## config.mk

```make
export PLATFORM = sky130hd
export DESIGN_NAME = bitmap_linked_block_allocator_core
export DESIGN_NICKNAME = d
export VERILOG_FILES = /design/src/rtl/bla_pkg.sv /design/src/rtl/bla_ctrl.sv /design/src/rtl/bla_dp.sv /design/src/rtl/bitmap_linked_block_allocator_core.sv
export VERILOG_INCLUDE_DIRS = /design/src /design/src/rtl
export SDC_FILE = /design/constraint.sdc
export NUM_CORES = 2
export LEC_CHECK = 0
export BUFFER_PORTS_ARGS = -buffer_cell sky130_fd_sc_hd__buf_2
export CAP_MARGIN = 30
export CORE_UTILIZATION = 63
export CTS_CLUSTER_SIZE = 40
export DETAILED_ROUTE_END_ITERATION = 10
export GPL_ROUTABILITY_DRIVEN = 0
export GPL_TIMING_DRIVEN = 0
export PLACE_DENSITY = 0.76
export SETUP_SLACK_MARGIN = 0.4
export SYNTH_ARGS = -nofsm -noshare
export SYNTH_HDL_FRONTEND = slang
export SYNTH_HIERARCHICAL = 1
export SYNTH_SLANG_ARGS = --single-unit
```

## constraint.sdc

```tcl
create_clock -name clk -period 19.7 [get_ports clk]
set_input_delay 3.94 -clock clk [delete_from_list [all_inputs] [get_ports clk]]
set_output_delay 3.94 -clock clk [all_outputs]
set_load 0.005 [all_outputs]
```

## src/rtl/bitmap_linked_block_allocator_core_macros.svh

```systemverilog
// ----------------------------------------------------------------------------
// allocator assertion macros
// shared concurrent assertion shorthands, clocked on clk, off during reset
// ----------------------------------------------------------------------------
`ifndef BITMAP_LINKED_BLOCK_ALLOCATOR_CORE_MACROS_SVH
`define BITMAP_LINKED_BLOCK_ALLOCATOR_CORE_MACROS_SVH

// condition holds at every edge out of reset
`define BLA_ASSERT_ALWAYS(lbl, expr, msg) \
  lbl: assert property (@(posedge clk) disable iff (!rst_n) (expr)) else $error(msg);

// consequent holds in the same cycle as the antecedent
`define BLA_ASSERT_IMPLY(lbl, ante, cons, msg) \
  lbl: assert property (@(posedge clk) disable iff (!rst_n) (ante) |-> (cons)) else $error(msg);

`endif

```

## src/rtl/bla_pkg.sv

```systemverilog
// ----------------------------------------------------------------------------
// bla_pkg
// shared types, field widths and codes of the linked block allocator
// ----------------------------------------------------------------------------
`timescale 1ns / 1ps

package bla_pkg;

  localparam int NUM_BLOCKS_DEF = 128;
  localparam int NUM_SLOTS_DEF  = 16;

  localparam int CMD_W    = 3;
  localparam int SLOT_W   = 4;
  localparam int COUNT_W  = 8;
  localparam int BIDX_W   = 7;
  localparam int STATUS_W = 2;
  localparam int BNUM_W   = 7;

  // command codes
  localparam logic [CMD_W-1:0] OP_ALLOC      = 3'd0;
  localparam logic [CMD_W-1:0] OP_DELETE     = 3'd1;
  localparam logic [CMD_W-1:0] OP_SET_STATE  = 3'd2;
  localparam logic [CMD_W-1:0] OP_READ_BLOCK = 3'd3;
  localparam logic [CMD_W-1:0] OP_READ_SLOT  = 3'd4;

  // status codes
  localparam logic [STATUS_W-1:0] ST_OK      = 2'd0;
  localparam logic [STATUS_W-1:0] ST_NO_ROOM = 2'd1;
  localparam logic [STATUS_W-1:0] ST_EMPTY   = 2'd2;
  localparam logic [STATUS_W-1:0] ST_IN_USE  = 2'd3;

  typedef struct packed {
    logic [CMD_W-1:0]   command;
    logic [SLOT_W-1:0]  file_slot;
    logic [COUNT_W-1:0] block_count;
    logic [BIDX_W-1:0]  block_index;
    logic               block_is_free;
  } bla_in_t;

  typedef struct packed {
    logic [STATUS_W-1:0] status;
    logic [BNUM_W-1:0]   start_block;
    logic [BNUM_W-1:0]   end_block;
    logic                slot_valid;
    logic                block_free_out;
  } bla_out_t;

  // which result the output register is loaded with
  typedef enum logic [3:0] {
    RES_ZERO,
    RES_EMPTY,
    RES_IN_USE,
    RES_NO_ROOM,
    RES_SLOT,
    RES_DEL,
    RES_ALLOC,
    RES_SET,
    RES_READ
  } bla_res_t;

  // controller to datapath
  typedef struct packed {
    logic     latch_in;
    logic     clr_step;
    logic     scan_init;
    logic     scan_step;
    logic     alloc_end;
    logic     walk_start;
    logic     walk_step;
    logic     slot_clear;
    logic     set_write;
    logic     out_load;
    bla_res_t res_kind;
  } bla_cmd_t;

  // datapath to controller
  typedef struct packed {
    logic             clr_last;
    logic [CMD_W-1:0] op;
    logic             slot_ok;
    logic             slot_in_use;
    logic             blk_ok;
    logic             room_ok;
    logic             count_zero;
    logic             len_zero;
    logic             take_last;
    logic             walk_last;
    logic             out_free;
  } bla_sts_t;

endpackage

```

## src/rtl/bla_ctrl.sv

```systemverilog
// ----------------------------------------------------------------------------
// bla_ctrl
// sequencer of the allocator: clearing pass, decode, scan, chain walk, reply
// ----------------------------------------------------------------------------
`timescale 1ns / 1ps

module bla_ctrl (
  input  logic              clk,
  input  logic              rst_n,
  input  logic              in_valid,
  output logic              in_ready,
  input  bla_pkg::bla_sts_t sts,
  output bla_pkg::bla_cmd_t cmd
);

  typedef enum logic [3:0] {
    S_CLEAR,
    S_IDLE,
    S_DECODE,
    S_EXEC,
    S_SCAN,
    S_ALLOC_END,
    S_WALK,
    S_DEL_END,
    S_RESP
  } state_t;

  state_t            state_r, state_nxt;
  bla_pkg::bla_res_t res_kind_r, res_kind_nxt;

  assign in_ready = (state_r == S_IDLE);

  always_comb begin
    state_nxt    = state_r;
    res_kind_nxt = res_kind_r;
    cmd          = '0;
    cmd.res_kind = res_kind_r;
    case (state_r)
      S_CLEAR: begin
        cmd.clr_step = 1'b1;
        if (sts.clr_last) begin
          state_nxt = S_IDLE;
        end
      end
      S_IDLE: begin
        if (in_valid) begin
          cmd.latch_in = 1'b1;
          state_nxt    = S_DECODE;
        end
      end
      S_DECODE: begin
        state_nxt = S_EXEC;
      end
      S_EXEC: begin
        state_nxt = S_RESP;
        case (sts.op)
          bla_pkg::OP_ALLOC: begin
            if (!sts.slot_ok) begin
              res_kind_nxt = bla_pkg::RES_EMPTY;
            end else if (sts.slot_in_use) begin
              res_kind_nxt = bla_pkg::RES_IN_USE;
            end else if (!sts.room_ok) begin
              res_kind_nxt = bla_pkg::RES_NO_ROOM;
            end else begin
              cmd.scan_init = 1'b1;
              state_nxt     = sts.count_zero ? S_ALLOC_END : S_SCAN;
            end
          end
          bla_pkg::OP_DELETE: begin
            if (!sts.slot_ok || !sts.slot_in_use) begin
              res_kind_nxt = bla_pkg::RES_EMPTY;
            end else if (sts.len_zero) begin
              state_nxt = S_DEL_END;
            end else begin
              cmd.walk_start = 1'b1;
              state_nxt      = S_WALK;
            end
          end
          bla_pkg::OP_SET_STATE: begin
            if (sts.blk_ok) begin
              cmd.set_write = 1'b1;
              res_kind_nxt  = bla_pkg::RES_SET;
            end else begin
              res_kind_nxt = bla_pkg::RES_ZERO;
            end
          end
          bla_pkg::OP_READ_BLOCK: begin
            res_kind_nxt = sts.blk_ok ? bla_pkg::RES_READ : bla_pkg::RES_ZERO;
          end
          bla_pkg::OP_READ_SLOT: begin
            res_kind_nxt = (sts.slot_ok && sts.slot_in_use) ? bla_pkg::RES_SLOT
                                                             : bla_pkg::RES_EMPTY;
          end
          default: begin
            res_kind_nxt = bla_pkg::RES_ZERO;
          end
        endcase
      end
      S_SCAN: begin
        cmd.scan_step = 1'b1;
        if (sts.take_last) begin
          state_nxt = S_ALLOC_END;
        end
      end
      S_ALLOC_END: begin
        cmd.alloc_end = 1'b1;
        res_kind_nxt  = bla_pkg::RES_ALLOC;
        state_nxt     = S_RESP;
      end
      S_WALK: begin
        cmd.walk_step = 1'b1;
        if (sts.walk_last) begin
          state_nxt = S_DEL_END;
        end
      end
      S_DEL_END: begin
        cmd.slot_clear = 1'b1;
        res_kind_nxt   = bla_pkg::RES_DEL;
        state_nxt      = S_RESP;
      end
      S_RESP: begin
        cmd.out_load = sts.out_free;
        if (sts.out_free) begin
          state_nxt = S_IDLE;
        end
      end
      default: begin
        state_nxt = S_IDLE;
      end
    endcase
  end

  always_ff @(posedge clk) begin
    if (!rst_n) begin
      state_r    <= S_CLEAR;
      res_kind_r <= bla_pkg::RES_ZERO;
    end else begin
      state_r    <= state_nxt;
      res_kind_r <= res_kind_nxt;
    end
  end

endmodule

```

## src/rtl/bla_dp.sv

```systemverilog
// ----------------------------------------------------------------------------
// bla_dp
// datapath: free map, link and directory memories, counters, result register
// ----------------------------------------------------------------------------
`timescale 1ns / 1ps

`include "bitmap_linked_block_allocator_core_macros.svh"

module bla_dp #(
  parameter int NUM_BLOCKS = bla_pkg::NUM_BLOCKS_DEF,
  parameter int NUM_SLOTS  = bla_pkg::NUM_SLOTS_DEF
) (
  input  logic              clk,
  input  logic              rst_n,
  input  bla_pkg::bla_in_t  in_data,
  input  bla_pkg::bla_cmd_t cmd,
  output bla_pkg::bla_sts_t sts,
  output logic              out_valid,
  input  logic              out_ready,
  output bla_pkg::bla_out_t out_data
);

  localparam int BW  = $clog2(NUM_BLOCKS);
  localparam int SW  = $clog2(NUM_SLOTS);
  localparam int CW  = $clog2(NUM_BLOCKS + 1);
  localparam int BXW = (BW > bla_pkg::BIDX_W) ? BW : bla_pkg::BIDX_W;
  localparam int SXW = (SW > bla_pkg::SLOT_W) ? SW : bla_pkg::SLOT_W;
  localparam int RW  = (CW > bla_pkg::COUNT_W) ? CW : bla_pkg::COUNT_W;
  localparam int NW  = bla_pkg::COUNT_W;

  // storage
  logic          fm_mem [NUM_BLOCKS];
  logic [BW-1:0] nl_mem [NUM_BLOCKS];
  logic [BW-1:0] tf_mem [NUM_SLOTS];
  logic [BW-1:0] tl_mem [NUM_SLOTS];
  logic [NW-1:0] tn_mem [NUM_SLOTS];

  bla_pkg::bla_in_t in_r;
  logic [BW-1:0]    clr_a_r, clr_a_nxt;
  logic [CW-1:0]    free_cnt_r, free_cnt_nxt;
  logic [NUM_SLOTS-1:0] slot_used_r, slot_used_nxt;

  // scan and walk registers
  logic [BW-1:0] scan_a_r, pend_a_r, first_r, last_r, wk_a_r;
  logic          pend_r, hit_r;
  logic [NW-1:0] taken_r, k_r;

  // registered read data
  logic          fm_rd_r;
  logic [BW-1:0] nl_rd_r, tf_rd_r, tl_rd_r;
  logic [NW-1:0] tn_rd_r;

  logic              out_valid_r, out_valid_nxt;
  bla_pkg::bla_out_t out_data_r, res;

  // decode of the held beat
  logic [BXW:0]  blk_x;
  logic [SXW:0]  slot_x;
  logic [BW-1:0] bidx;
  logic [SW-1:0] sidx;
  logic          blk_ok, slot_ok;

  assign blk_x   = (BXW + 1)'(in_r.block_index);
  assign slot_x  = (SXW + 1)'(in_r.file_slot);
  assign bidx    = blk_x[BW-1:0];
  assign sidx    = slot_x[SW-1:0];
  assign blk_ok  = blk_x < (BXW + 1)'(NUM_BLOCKS);
  assign slot_ok = slot_x < (SXW + 1)'(NUM_SLOTS);

  logic scan_take, walk_inc, set_inc, set_dec;

  assign scan_take = cmd.scan_step && pend_r && fm_rd_r;
  assign walk_inc  = cmd.walk_step && !(fm_rd_r || hit_r);
  assign set_inc   = cmd.set_write && in_r.block_is_free && !fm_rd_r;
  assign set_dec   = cmd.set_write && !in_r.block_is_free && fm_rd_r;

  // memory port selection
  logic [BW-1:0] fm_ra, fm_wa, nl_ra, nl_wa, nl_wd;
  logic          fm_we, fm_wd, nl_we;

  always_comb begin
    fm_ra = bidx;
    nl_ra = wk_a_r;
    if (cmd.scan_step) begin
      fm_ra = scan_a_r;
    end
    if (cmd.walk_start) begin
      fm_ra = tf_rd_r;
      nl_ra = tf_rd_r;
    end
    if (cmd.walk_step) begin
      fm_ra = nl_rd_r;
      nl_ra = nl_rd_r;
    end
  end

  always_comb begin
    fm_we = 1'b0;
    fm_wa = bidx;
    fm_wd = 1'b1;
    if (cmd.clr_step) begin
      fm_we = 1'b1;
      fm_wa = clr_a_r;
    end else if (scan_take) begin
      fm_we = 1'b1;
      fm_wa = pend_a_r;
      fm_wd = 1'b0;
    end else if (cmd.walk_step) begin
      fm_we = 1'b1;
      fm_wa = wk_a_r;
    end else if (cmd.set_write) begin
      fm_we = 1'b1;
      fm_wd = in_r.block_is_free;
    end
  end

  // chain link of the previous block, or the self link closing the chain
  assign nl_we = (scan_take || cmd.alloc_end) && (taken_r != '0);
  assign nl_wa = last_r;
  assign nl_wd = scan_take ? pend_a_r : last_r;

  always_ff @(posedge clk) begin
    if (fm_we) begin
      fm_mem[fm_wa] <= fm_wd;
    end
    fm_rd_r <= fm_mem[fm_ra];
  end

  always_ff @(posedge clk) begin
    if (nl_we) begin
      nl_mem[nl_wa] <= nl_wd;
    end
    nl_rd_r <= nl_mem[nl_ra];
  end

  always_ff @(posedge clk) begin
    if (cmd.alloc_end) begin
      tf_mem[sidx] <= first_r;
      tl_mem[sidx] <= last_r;
      tn_mem[sidx] <= in_r.block_count;
    end
    tf_rd_r <= tf_mem[sidx];
    tl_rd_r <= tl_mem[sidx];
    tn_rd_r <= tn_mem[sidx];
  end

  // control state
  always_comb begin
    clr_a_nxt = cmd.clr_step ? clr_a_r + BW'(1) : clr_a_r;
    free_cnt_nxt = free_cnt_r;
    if (walk_inc || set_inc) begin
      free_cnt_nxt = free_cnt_r + CW'(1);
    end else if (scan_take || set_dec) begin
      free_cnt_nxt = free_cnt_r - CW'(1);
    end
    slot_used_nxt = slot_used_r;
    if (cmd.alloc_end) begin
      slot_used_nxt[sidx] = 1'b1;
    end else if (cmd.slot_clear) begin
      slot_used_nxt[sidx] = 1'b0;
    end
    out_valid_nxt = out_valid_r;
    if (cmd.out_load) begin
      out_valid_nxt = 1'b1;
    end else if (out_ready) begin
      out_valid_nxt = 1'b0;
    end
  end

  always_ff @(posedge clk) begin
    if (!rst_n) begin
      clr_a_r     <= '0;
      free_cnt_r  <= CW'(NUM_BLOCKS);
      slot_used_r <= '0;
      out_valid_r <= 1'b0;
    end else begin
      clr_a_r     <= clr_a_nxt;
      free_cnt_r  <= free_cnt_nxt;
      slot_used_r <= slot_used_nxt;
      out_valid_r <= out_valid_nxt;
    end
  end

  // working registers
  always_ff @(posedge clk) begin
    if (cmd.latch_in) begin
      in_r <= in_data;
    end
    if (cmd.scan_init) begin
      scan_a_r <= '0;
      pend_r   <= 1'b0;
      taken_r  <= '0;
      first_r  <= '0;
      last_r   <= '0;
    end else if (cmd.scan_step) begin
      scan_a_r <= scan_a_r + BW'(1);
      pend_r   <= 1'b1;
      pend_a_r <= scan_a_r;
      if (scan_take) begin
        if (taken_r == '0) begin
          first_r <= pend_a_r;
        end
        last_r  <= pend_a_r;
        taken_r <= taken_r + NW'(1);
      end
    end
    if (cmd.walk_start) begin
      wk_a_r <= tf_rd_r;
      k_r    <= NW'(1);
      hit_r  <= 1'b0;
    end else if (cmd.walk_step && (k_r != tn_rd_r)) begin
      wk_a_r <= nl_rd_r;
      k_r    <= k_r + NW'(1);
      // same block read while it is being freed: old data is stale
      hit_r  <= (nl_rd_r == wk_a_r);
    end
  end

  // block numbers go out on the fixed 7-bit fields
  logic [BXW-1:0] tf_x, tl_x, first_x, last_x;

  assign tf_x    = BXW'(tf_rd_r);
  assign tl_x    = BXW'(tl_rd_r);
  assign first_x = BXW'(first_r);
  assign last_x  = BXW'(last_r);

  always_comb begin
    res = '0;
    case (cmd.res_kind)
      bla_pkg::RES_ZERO: begin
        res = '0;
      end
      bla_pkg::RES_EMPTY: begin
        res.status = bla_pkg::ST_EMPTY;
      end
      bla_pkg::RES_NO_ROOM: begin
        res.status = bla_pkg::ST_NO_ROOM;
      end
      bla_pkg::RES_IN_USE: begin
        res.status      = bla_pkg::ST_IN_USE;
        res.start_block = tf_x[bla_pkg::BNUM_W-1:0];
        res.end_block   = tl_x[bla_pkg::BNUM_W-1:0];
        res.slot_valid  = 1'b1;
      end
      bla_pkg::RES_SLOT: begin
        res.status      = bla_pkg::ST_OK;
        res.start_block = tf_x[bla_pkg::BNUM_W-1:0];
        res.end_block   = tl_x[bla_pkg::BNUM_W-1:0];
        res.slot_valid  = 1'b1;
      end
      bla_pkg::RES_DEL: begin
        res.status      = bla_pkg::ST_OK;
        res.start_block = tf_x[bla_pkg::BNUM_W-1:0];
        res.end_block   = tl_x[bla_pkg::BNUM_W-1:0];
      end
      bla_pkg::RES_ALLOC: begin
        res.status      = bla_pkg::ST_OK;
        res.start_block = first_x[bla_pkg::BNUM_W-1:0];
        res.end_block   = last_x[bla_pkg::BNUM_W-1:0];
        res.slot_valid  = 1'b1;
      end
      bla_pkg::RES_SET: begin
        res.status         = bla_pkg::ST_OK;
        res.block_free_out = in_r.block_is_free;
      end
      bla_pkg::RES_READ: begin
        res.status         = bla_pkg::ST_OK;
        res.block_free_out = fm_rd_r;
      end
      default: begin
        res = '0;
      end
    endcase
  end

  always_ff @(posedge clk) begin
    if (cmd.out_load) begin
      out_data_r <= res;
    end
  end

  assign out_valid = out_valid_r;
  assign out_data  = out_data_r;

  // status to the controller
  always_comb begin
    sts             = '0;
    sts.clr_last    = (clr_a_r == BW'(NUM_BLOCKS - 1));
    sts.op          = in_r.command;
    sts.slot_ok     = slot_ok;
    sts.slot_in_use = slot_ok && slot_used_r[sidx];
    sts.blk_ok      = blk_ok;
    sts.room_ok     = RW'(free_cnt_r) >= RW'(in_r.block_count);
    sts.count_zero  = (in_r.block_count == '0);
    sts.len_zero    = (tn_rd_r == '0);
    sts.take_last   = scan_take && ((taken_r + NW'(1)) == in_r.block_count);
    sts.walk_last   = (k_r == tn_rd_r);
    sts.out_free    = !out_valid_r || out_ready;
  end

  `BLA_ASSERT_ALWAYS(a_free_cnt_range, free_cnt_r <= CW'(NUM_BLOCKS), "free count above block total")
  `BLA_ASSERT_IMPLY(a_scan_take_bound, scan_take, taken_r < in_r.block_count, "scan took too many blocks")
  `BLA_ASSERT_IMPLY(a_fm_write_range, fm_we, (BW + 1)'(fm_wa) < (BW + 1)'(NUM_BLOCKS), "free map write out of range")
  `BLA_ASSERT_IMPLY(a_walk_inc_room, walk_inc, free_cnt_r < CW'(NUM_BLOCKS), "walk freed an already free block")

endmodule

```

## src/rtl/bitmap_linked_block_allocator_core.sv

```systemverilog
// ----------------------------------------------------------------------------
// bitmap_linked_block_allocator_core
// linked file allocation over a free-block bitmap with a slot directory
// ----------------------------------------------------------------------------
//   channel  ports                         payload
//   in       in_valid / in_ready           in_data   (bla_pkg::bla_in_t)
//   out      out_valid / out_ready         out_data  (bla_pkg::bla_out_t)
//
// one beat in gives one beat out; one command is worked on at a time
// set state, read block, read slot and refused commands: decode, execute, then the result
// allocate: decode, execute, then the bitmap scan, one block per cycle up to the
//   highest block taken, set by the free map port
// delete: decode, execute, then one chain link per cycle (file length), link memory
// after reset a clearing pass over all NUM_BLOCKS blocks marks every block free;
//   in_ready stays low meanwhile
// a result waiting on out_ready holds the next command back only at its end
// ----------------------------------------------------------------------------
`timescale 1ns / 1ps

module bitmap_linked_block_allocator_core #(
  parameter int NUM_BLOCKS = bla_pkg::NUM_BLOCKS_DEF,
  parameter int NUM_SLOTS  = bla_pkg::NUM_SLOTS_DEF
) (
  input  logic              clk,
  input  logic              rst_n,
  // command beats
  input  logic              in_valid,
  output logic              in_ready,
  input  bla_pkg::bla_in_t  in_data,
  // result beats
  output logic              out_valid,
  input  logic              out_ready,
  output bla_pkg::bla_out_t out_data
);

  // controller and datapath talk only through these two bundles
  bla_pkg::bla_cmd_t cmd;
  bla_pkg::bla_sts_t sts;

  // sequencer: clear, decode, scan or walk, then hand over the result
  bla_ctrl u_ctrl (
    .clk      (clk),
    .rst_n    (rst_n),
    .in_valid (in_valid),
    .in_ready (in_ready),
    .sts      (sts),
    .cmd      (cmd)
  );

  // free map, chain links, directory and the output register
  bla_dp #(
    .NUM_BLOCKS (NUM_BLOCKS),
    .NUM_SLOTS  (NUM_SLOTS)
  ) u_dp (
    .clk       (clk),
    .rst_n     (rst_n),
    .in_data   (in_data),
    .cmd       (cmd),
    .sts       (sts),
    .out_valid (out_valid),
    .out_ready (out_ready),
    .out_data  (out_data)
  );

endmodule

```

==> summary.md <==
| Metric | Value |
|---|---|
| Crit end category | `flip-flop` |
| CTS tree | `done` |
| Fin nets | `4290` |
| CTS root buffer | `clkbuf_16` |
| Final WL | `173000 um` |
| DIE WIDTH | `320 um` |
| Worst-path clk slew | `60 ps` |
| Gr usage total | `34.2%` |
| R2R cell count | `18` |
| Post-route setup slack | `11320 ps` |
| Total Power | `6.60 mW` |
| Status | `finished clean` |
| DRT Pass-1 Iters | `7` |
| Crit-path cells | `clkbuf_1 > clkbuf_1 > clkbuf_1 > mux4_2 > mux4_2 > nand2_1 > nor3_1 > nor3b_1 > buf_6 > mux2_1 > o21ai_1 > nand2_1 > buf_2 > o22ai_1 > a211oi_1 > nor4_1 > o22ai_1 > a211oi_1` |
| Largest net degree at the start of global routing | `85` |
| Max Clock Skew | `26.0 ps` |
| # clock sinks | `1540` |
| # Max-Cap Violations | `0` |
| Stages on the worst setup path | `18` |
| Type of origin of the critical path | `flip-flop` |
| Hold/Removal Path Class | `reg2reg` |
| R2R Setup Slk | `11320 ps` |
| Max frequency | `119 MHz` |
| Post-layout util | `71.5%` |
| CTS buffer count | `151` |
| Routed WL per cell | `30.6 um` |
| Cell area after layout | `0.0716 sq mm` |
| Synth Instances | `4003` |
| #FFs+latches synth | `1540` |
| R2R Path End | `u_dp/nl_rd_r[3]` |
| Setup violators final | `0` |
| DRC viols | `0` |
| Initial DRC count | `6000` |
| Final HPWL DP | `113000 um` |
| Avg Inst Size Synth | `15.9 sq um` |
| Die area | `0.103 sq mm` |
| Antenna violation net count after detailed routing | `0` |
| Post-synth ARST share | `0%` |
| Worst-path fanout max | `11` |
| Via-to-Cell Ratio | `6.83` |
| Max clock buf depth | `3` |
| Setup Buffers After CTS | `0` |
| Yosys warning count | `6` |
| Worst slew margin | `22.1%` |
| Least-Margin Pin Slew | `1170 ps` |
| Via Count | `38746` |
| Port Buffers | `45` |
| Vias in the first global route | `38278` |
| Core Area | `0.100 sq mm` |
| EDFF count, synth | `1431` |
| Mapped cell area | `0.0638 sq mm` |
| H-Tree Level Count | `4` |
| Pre-CTS setup slack | `12090 ps` |
| Pwr dens | `92.2 mW/mm^2` |
| CP Buf/Inv Count | `5` |
| Critical path class | `reg2reg` |
| Launch point of the worst reg-to-reg path | `u_dp/sidx[1]` |
| Filler cells | `6077` |
| Worst path required time | `20300 ps` |
| Critical-path top delay cell | `nor4_1` |
| Die height | `320 um` |
| Std-Cell Rows | `116` |
| Slowest cell delay on critical path | `850 ps` |
| First-pass GRT wire length | `251000 um` |
| Final Hold Viols | `0` |
| Placed Area | `0.0665 sq mm` |
| Final period util | `42.6%` |
| Worst EP arrival | `8990 ps` |
| Layout area overhead | `12.3%` |
| Ports | `47` |
| Layout cells sized above 1 | `16.7%` |
| LEAKAGE | `23.6 nW` |
| Post-CTS Hold Buffers | `0` |
| RSZ-0062 raised after global routing | `no` |
| Setup TNS | `0 ps` |
| Synth unique cells | `83` |
| Top cell by count, worst path | `clkbuf_1` |
| Critical path endpoint | `u_dp/nl_rd_r[3]` |
| Number of antenna violations at the first check in global routing | `4` |
| Crit-path leading delay family | `buffers and inverters` |
| Final min period | `8380 ps` |
| GRT Residual Overflow | `0` |
| Worst setup path start | `u_dp/sidx[1]` |
| Fin. max-slew vios | `0` |
| Maximum VDD drop | `0.000124 V` |
| Ys flop type | `edfxtp_1` |
| Initial core utilization | `63.7%` |
| Register area share after synthesis | `70.8%` |
| Post-CTS sizing | `0` |
| Skew-Pair Late Insertion Delay | `800 ps` |
[power breakdown]
group	total [mW]	switching, mW	leakage [nW]	internal [mW]
clock	2.90	1.24	2.41	1.66
combinational	0.105	0.0828	7.13	0.0221
sequential	3.60	0.0152	14.1	3.58
total	6.60	1.34	23.6	5.26
[logic make-up (layout without fill, tap and decap cells)]
logic type / Yosys count / after routing / synth area share [%]
flip-flops: 1540 / 1540 / 70.8
AND/OR/NAND/NOR: 1100 / 1100 / 7.45
AO/OA/AOI/OAI: 552 / 552 / 5.77
multiplexers: 486 / 486 / 12.9
buffers and inverters: 253 / 620 / 2.04
XOR/XNOR: 51 / 51 / 0.700
adder cells (fa/ha/maj): 20 / 20 / 0.404
other: 1 / 6 / 0.00588
[synth_stat cells (25+ instances only)]
cell      count  area share (%)
a211oi_1     32            0.38
a21oi_1     157             1.2
a22oi_1      69            0.81
buf_1        34            0.20
buf_2        49            0.38
clkbuf_1    103            0.61
dfxtp_1     109             3.4
edfxtp_1   1431              67
mux2_2       31            0.55
mux2i_1     188             2.9
mux4_2      262             9.2
nand2_1     444             2.6
nand3_1     101            0.79
nor2_1      370             2.2
nor3_1       31            0.24
o21a_1       45            0.53
o21ai_0      41            0.32
o22ai_1      80            0.78
xnor2_1      25            0.34
xor2_1       26            0.36
[sequential cells by signal (all words and copies together) (netlist names), 9 cells and up, named ones only]
signal,cells
u_dp/fm_mem,128
u_dp/out_data,18
u_dp/in_r,9
u_dp/tf_mem,112
u_dp/tn_mem,128
u_dp/nl_mem,896
u_dp/tl_mem,112
[layout by cell type (no fill, tap or decap), types with 19 or more instances in the layout]
| cell | count |
|---|---|
| o21a_1 | 45 |
| edfxtp_1 | 1431 |
| a21oi_1 | 157 |
| buf_6 | 22 |
| nor4_1 | 21 |
| a22oi_1 | 69 |
| clkinv_1 | 35 |
| mux4_2 | 262 |
| dfxtp_1 | 109 |
| mux2i_1 | 188 |
| nand2_1 | 437 |
| nor3_1 | 31 |
| a211oi_1 | 32 |
| clkbuf_1 | 131 |
| clkbuf_16 | 153 |
| buf_1 | 34 |
| buf_4 | 26 |
| mux2_2 | 31 |
| nand3_1 | 101 |
| inv_1 | 22 |
| ha_1 | 19 |
| clkinv_2 | 22 |
| nor2b_1 | 23 |
| xnor2_1 | 25 |
| xor2_1 | 26 |
| o21ai_0 | 41 |
| and2_1 | 23 |
| nor2_1 | 354 |
| o22ai_1 | 80 |
| buf_2 | 95 |
[through the flow]
step | hold slack, ps | instances
floorplan | 434 | 4004
global placement | 453 | 5347
global route | 518 | 5669
detailed placement | 454 | 5382
finish | 485 | 5673
CTS | 465 | 5663
[metal layers]
layer | vias up | track usage, % | wire, um
met5 | - | 0.0473 | 11
met4 | 2 | 21.1 | 12600
met3 | 662 | 8.80 | 18800
met2 | 2627 | 54.8 | 82400
met1 | 19304 | 42.2 | 59500
li1 | 16151 | - | -
[worst min-delay path by stage]
| stage | from | end | slack [ps] | depth (start not counted) |
|---|---|---|---|---|
| 2_1_floorplan | u_dp/scan_a_r[6] | u_dp/pend_a_r[6] | 430 | 0 |
| 3_3_place_gp | u_dp/scan_a_r[6] | u_dp/pend_a_r[6] | 450 | 0 |
| 3_5_place_dp | u_dp/scan_a_r[6] | u_dp/pend_a_r[6] | 450 | 0 |
| 4_1_cts | u_dp/scan_a_r[6] | u_dp/pend_a_r[6] | 470 | 0 |
| 5_1_grt | u_dp/pend_r | u_dp/pend_r | 520 | 2 |
| 6_report | u_dp/scan_a_r[6] | u_dp/pend_a_r[6] | 490 | 0 |
[final cells by class]
class | instances | area (sq um) | area share (%)
diodes | 4 | 10.0 | 0.0140
multi-input cells | 2211 | 17500 | 24.5
plain buffers | 231 | 1220 | 1.70
well taps | 1298 | 1620 | 2.27
repair buffers | 86 | 1020 | 1.42
flip-flops and latches | 1540 | 45200 | 63.1
clock inverters | 94 | 960 | 1.34
inverters | 22 | 82.6 | 0.115
clock buffers | 187 | 4020 | 5.61
Note: power is estimated with default switching activity, not from simulation.
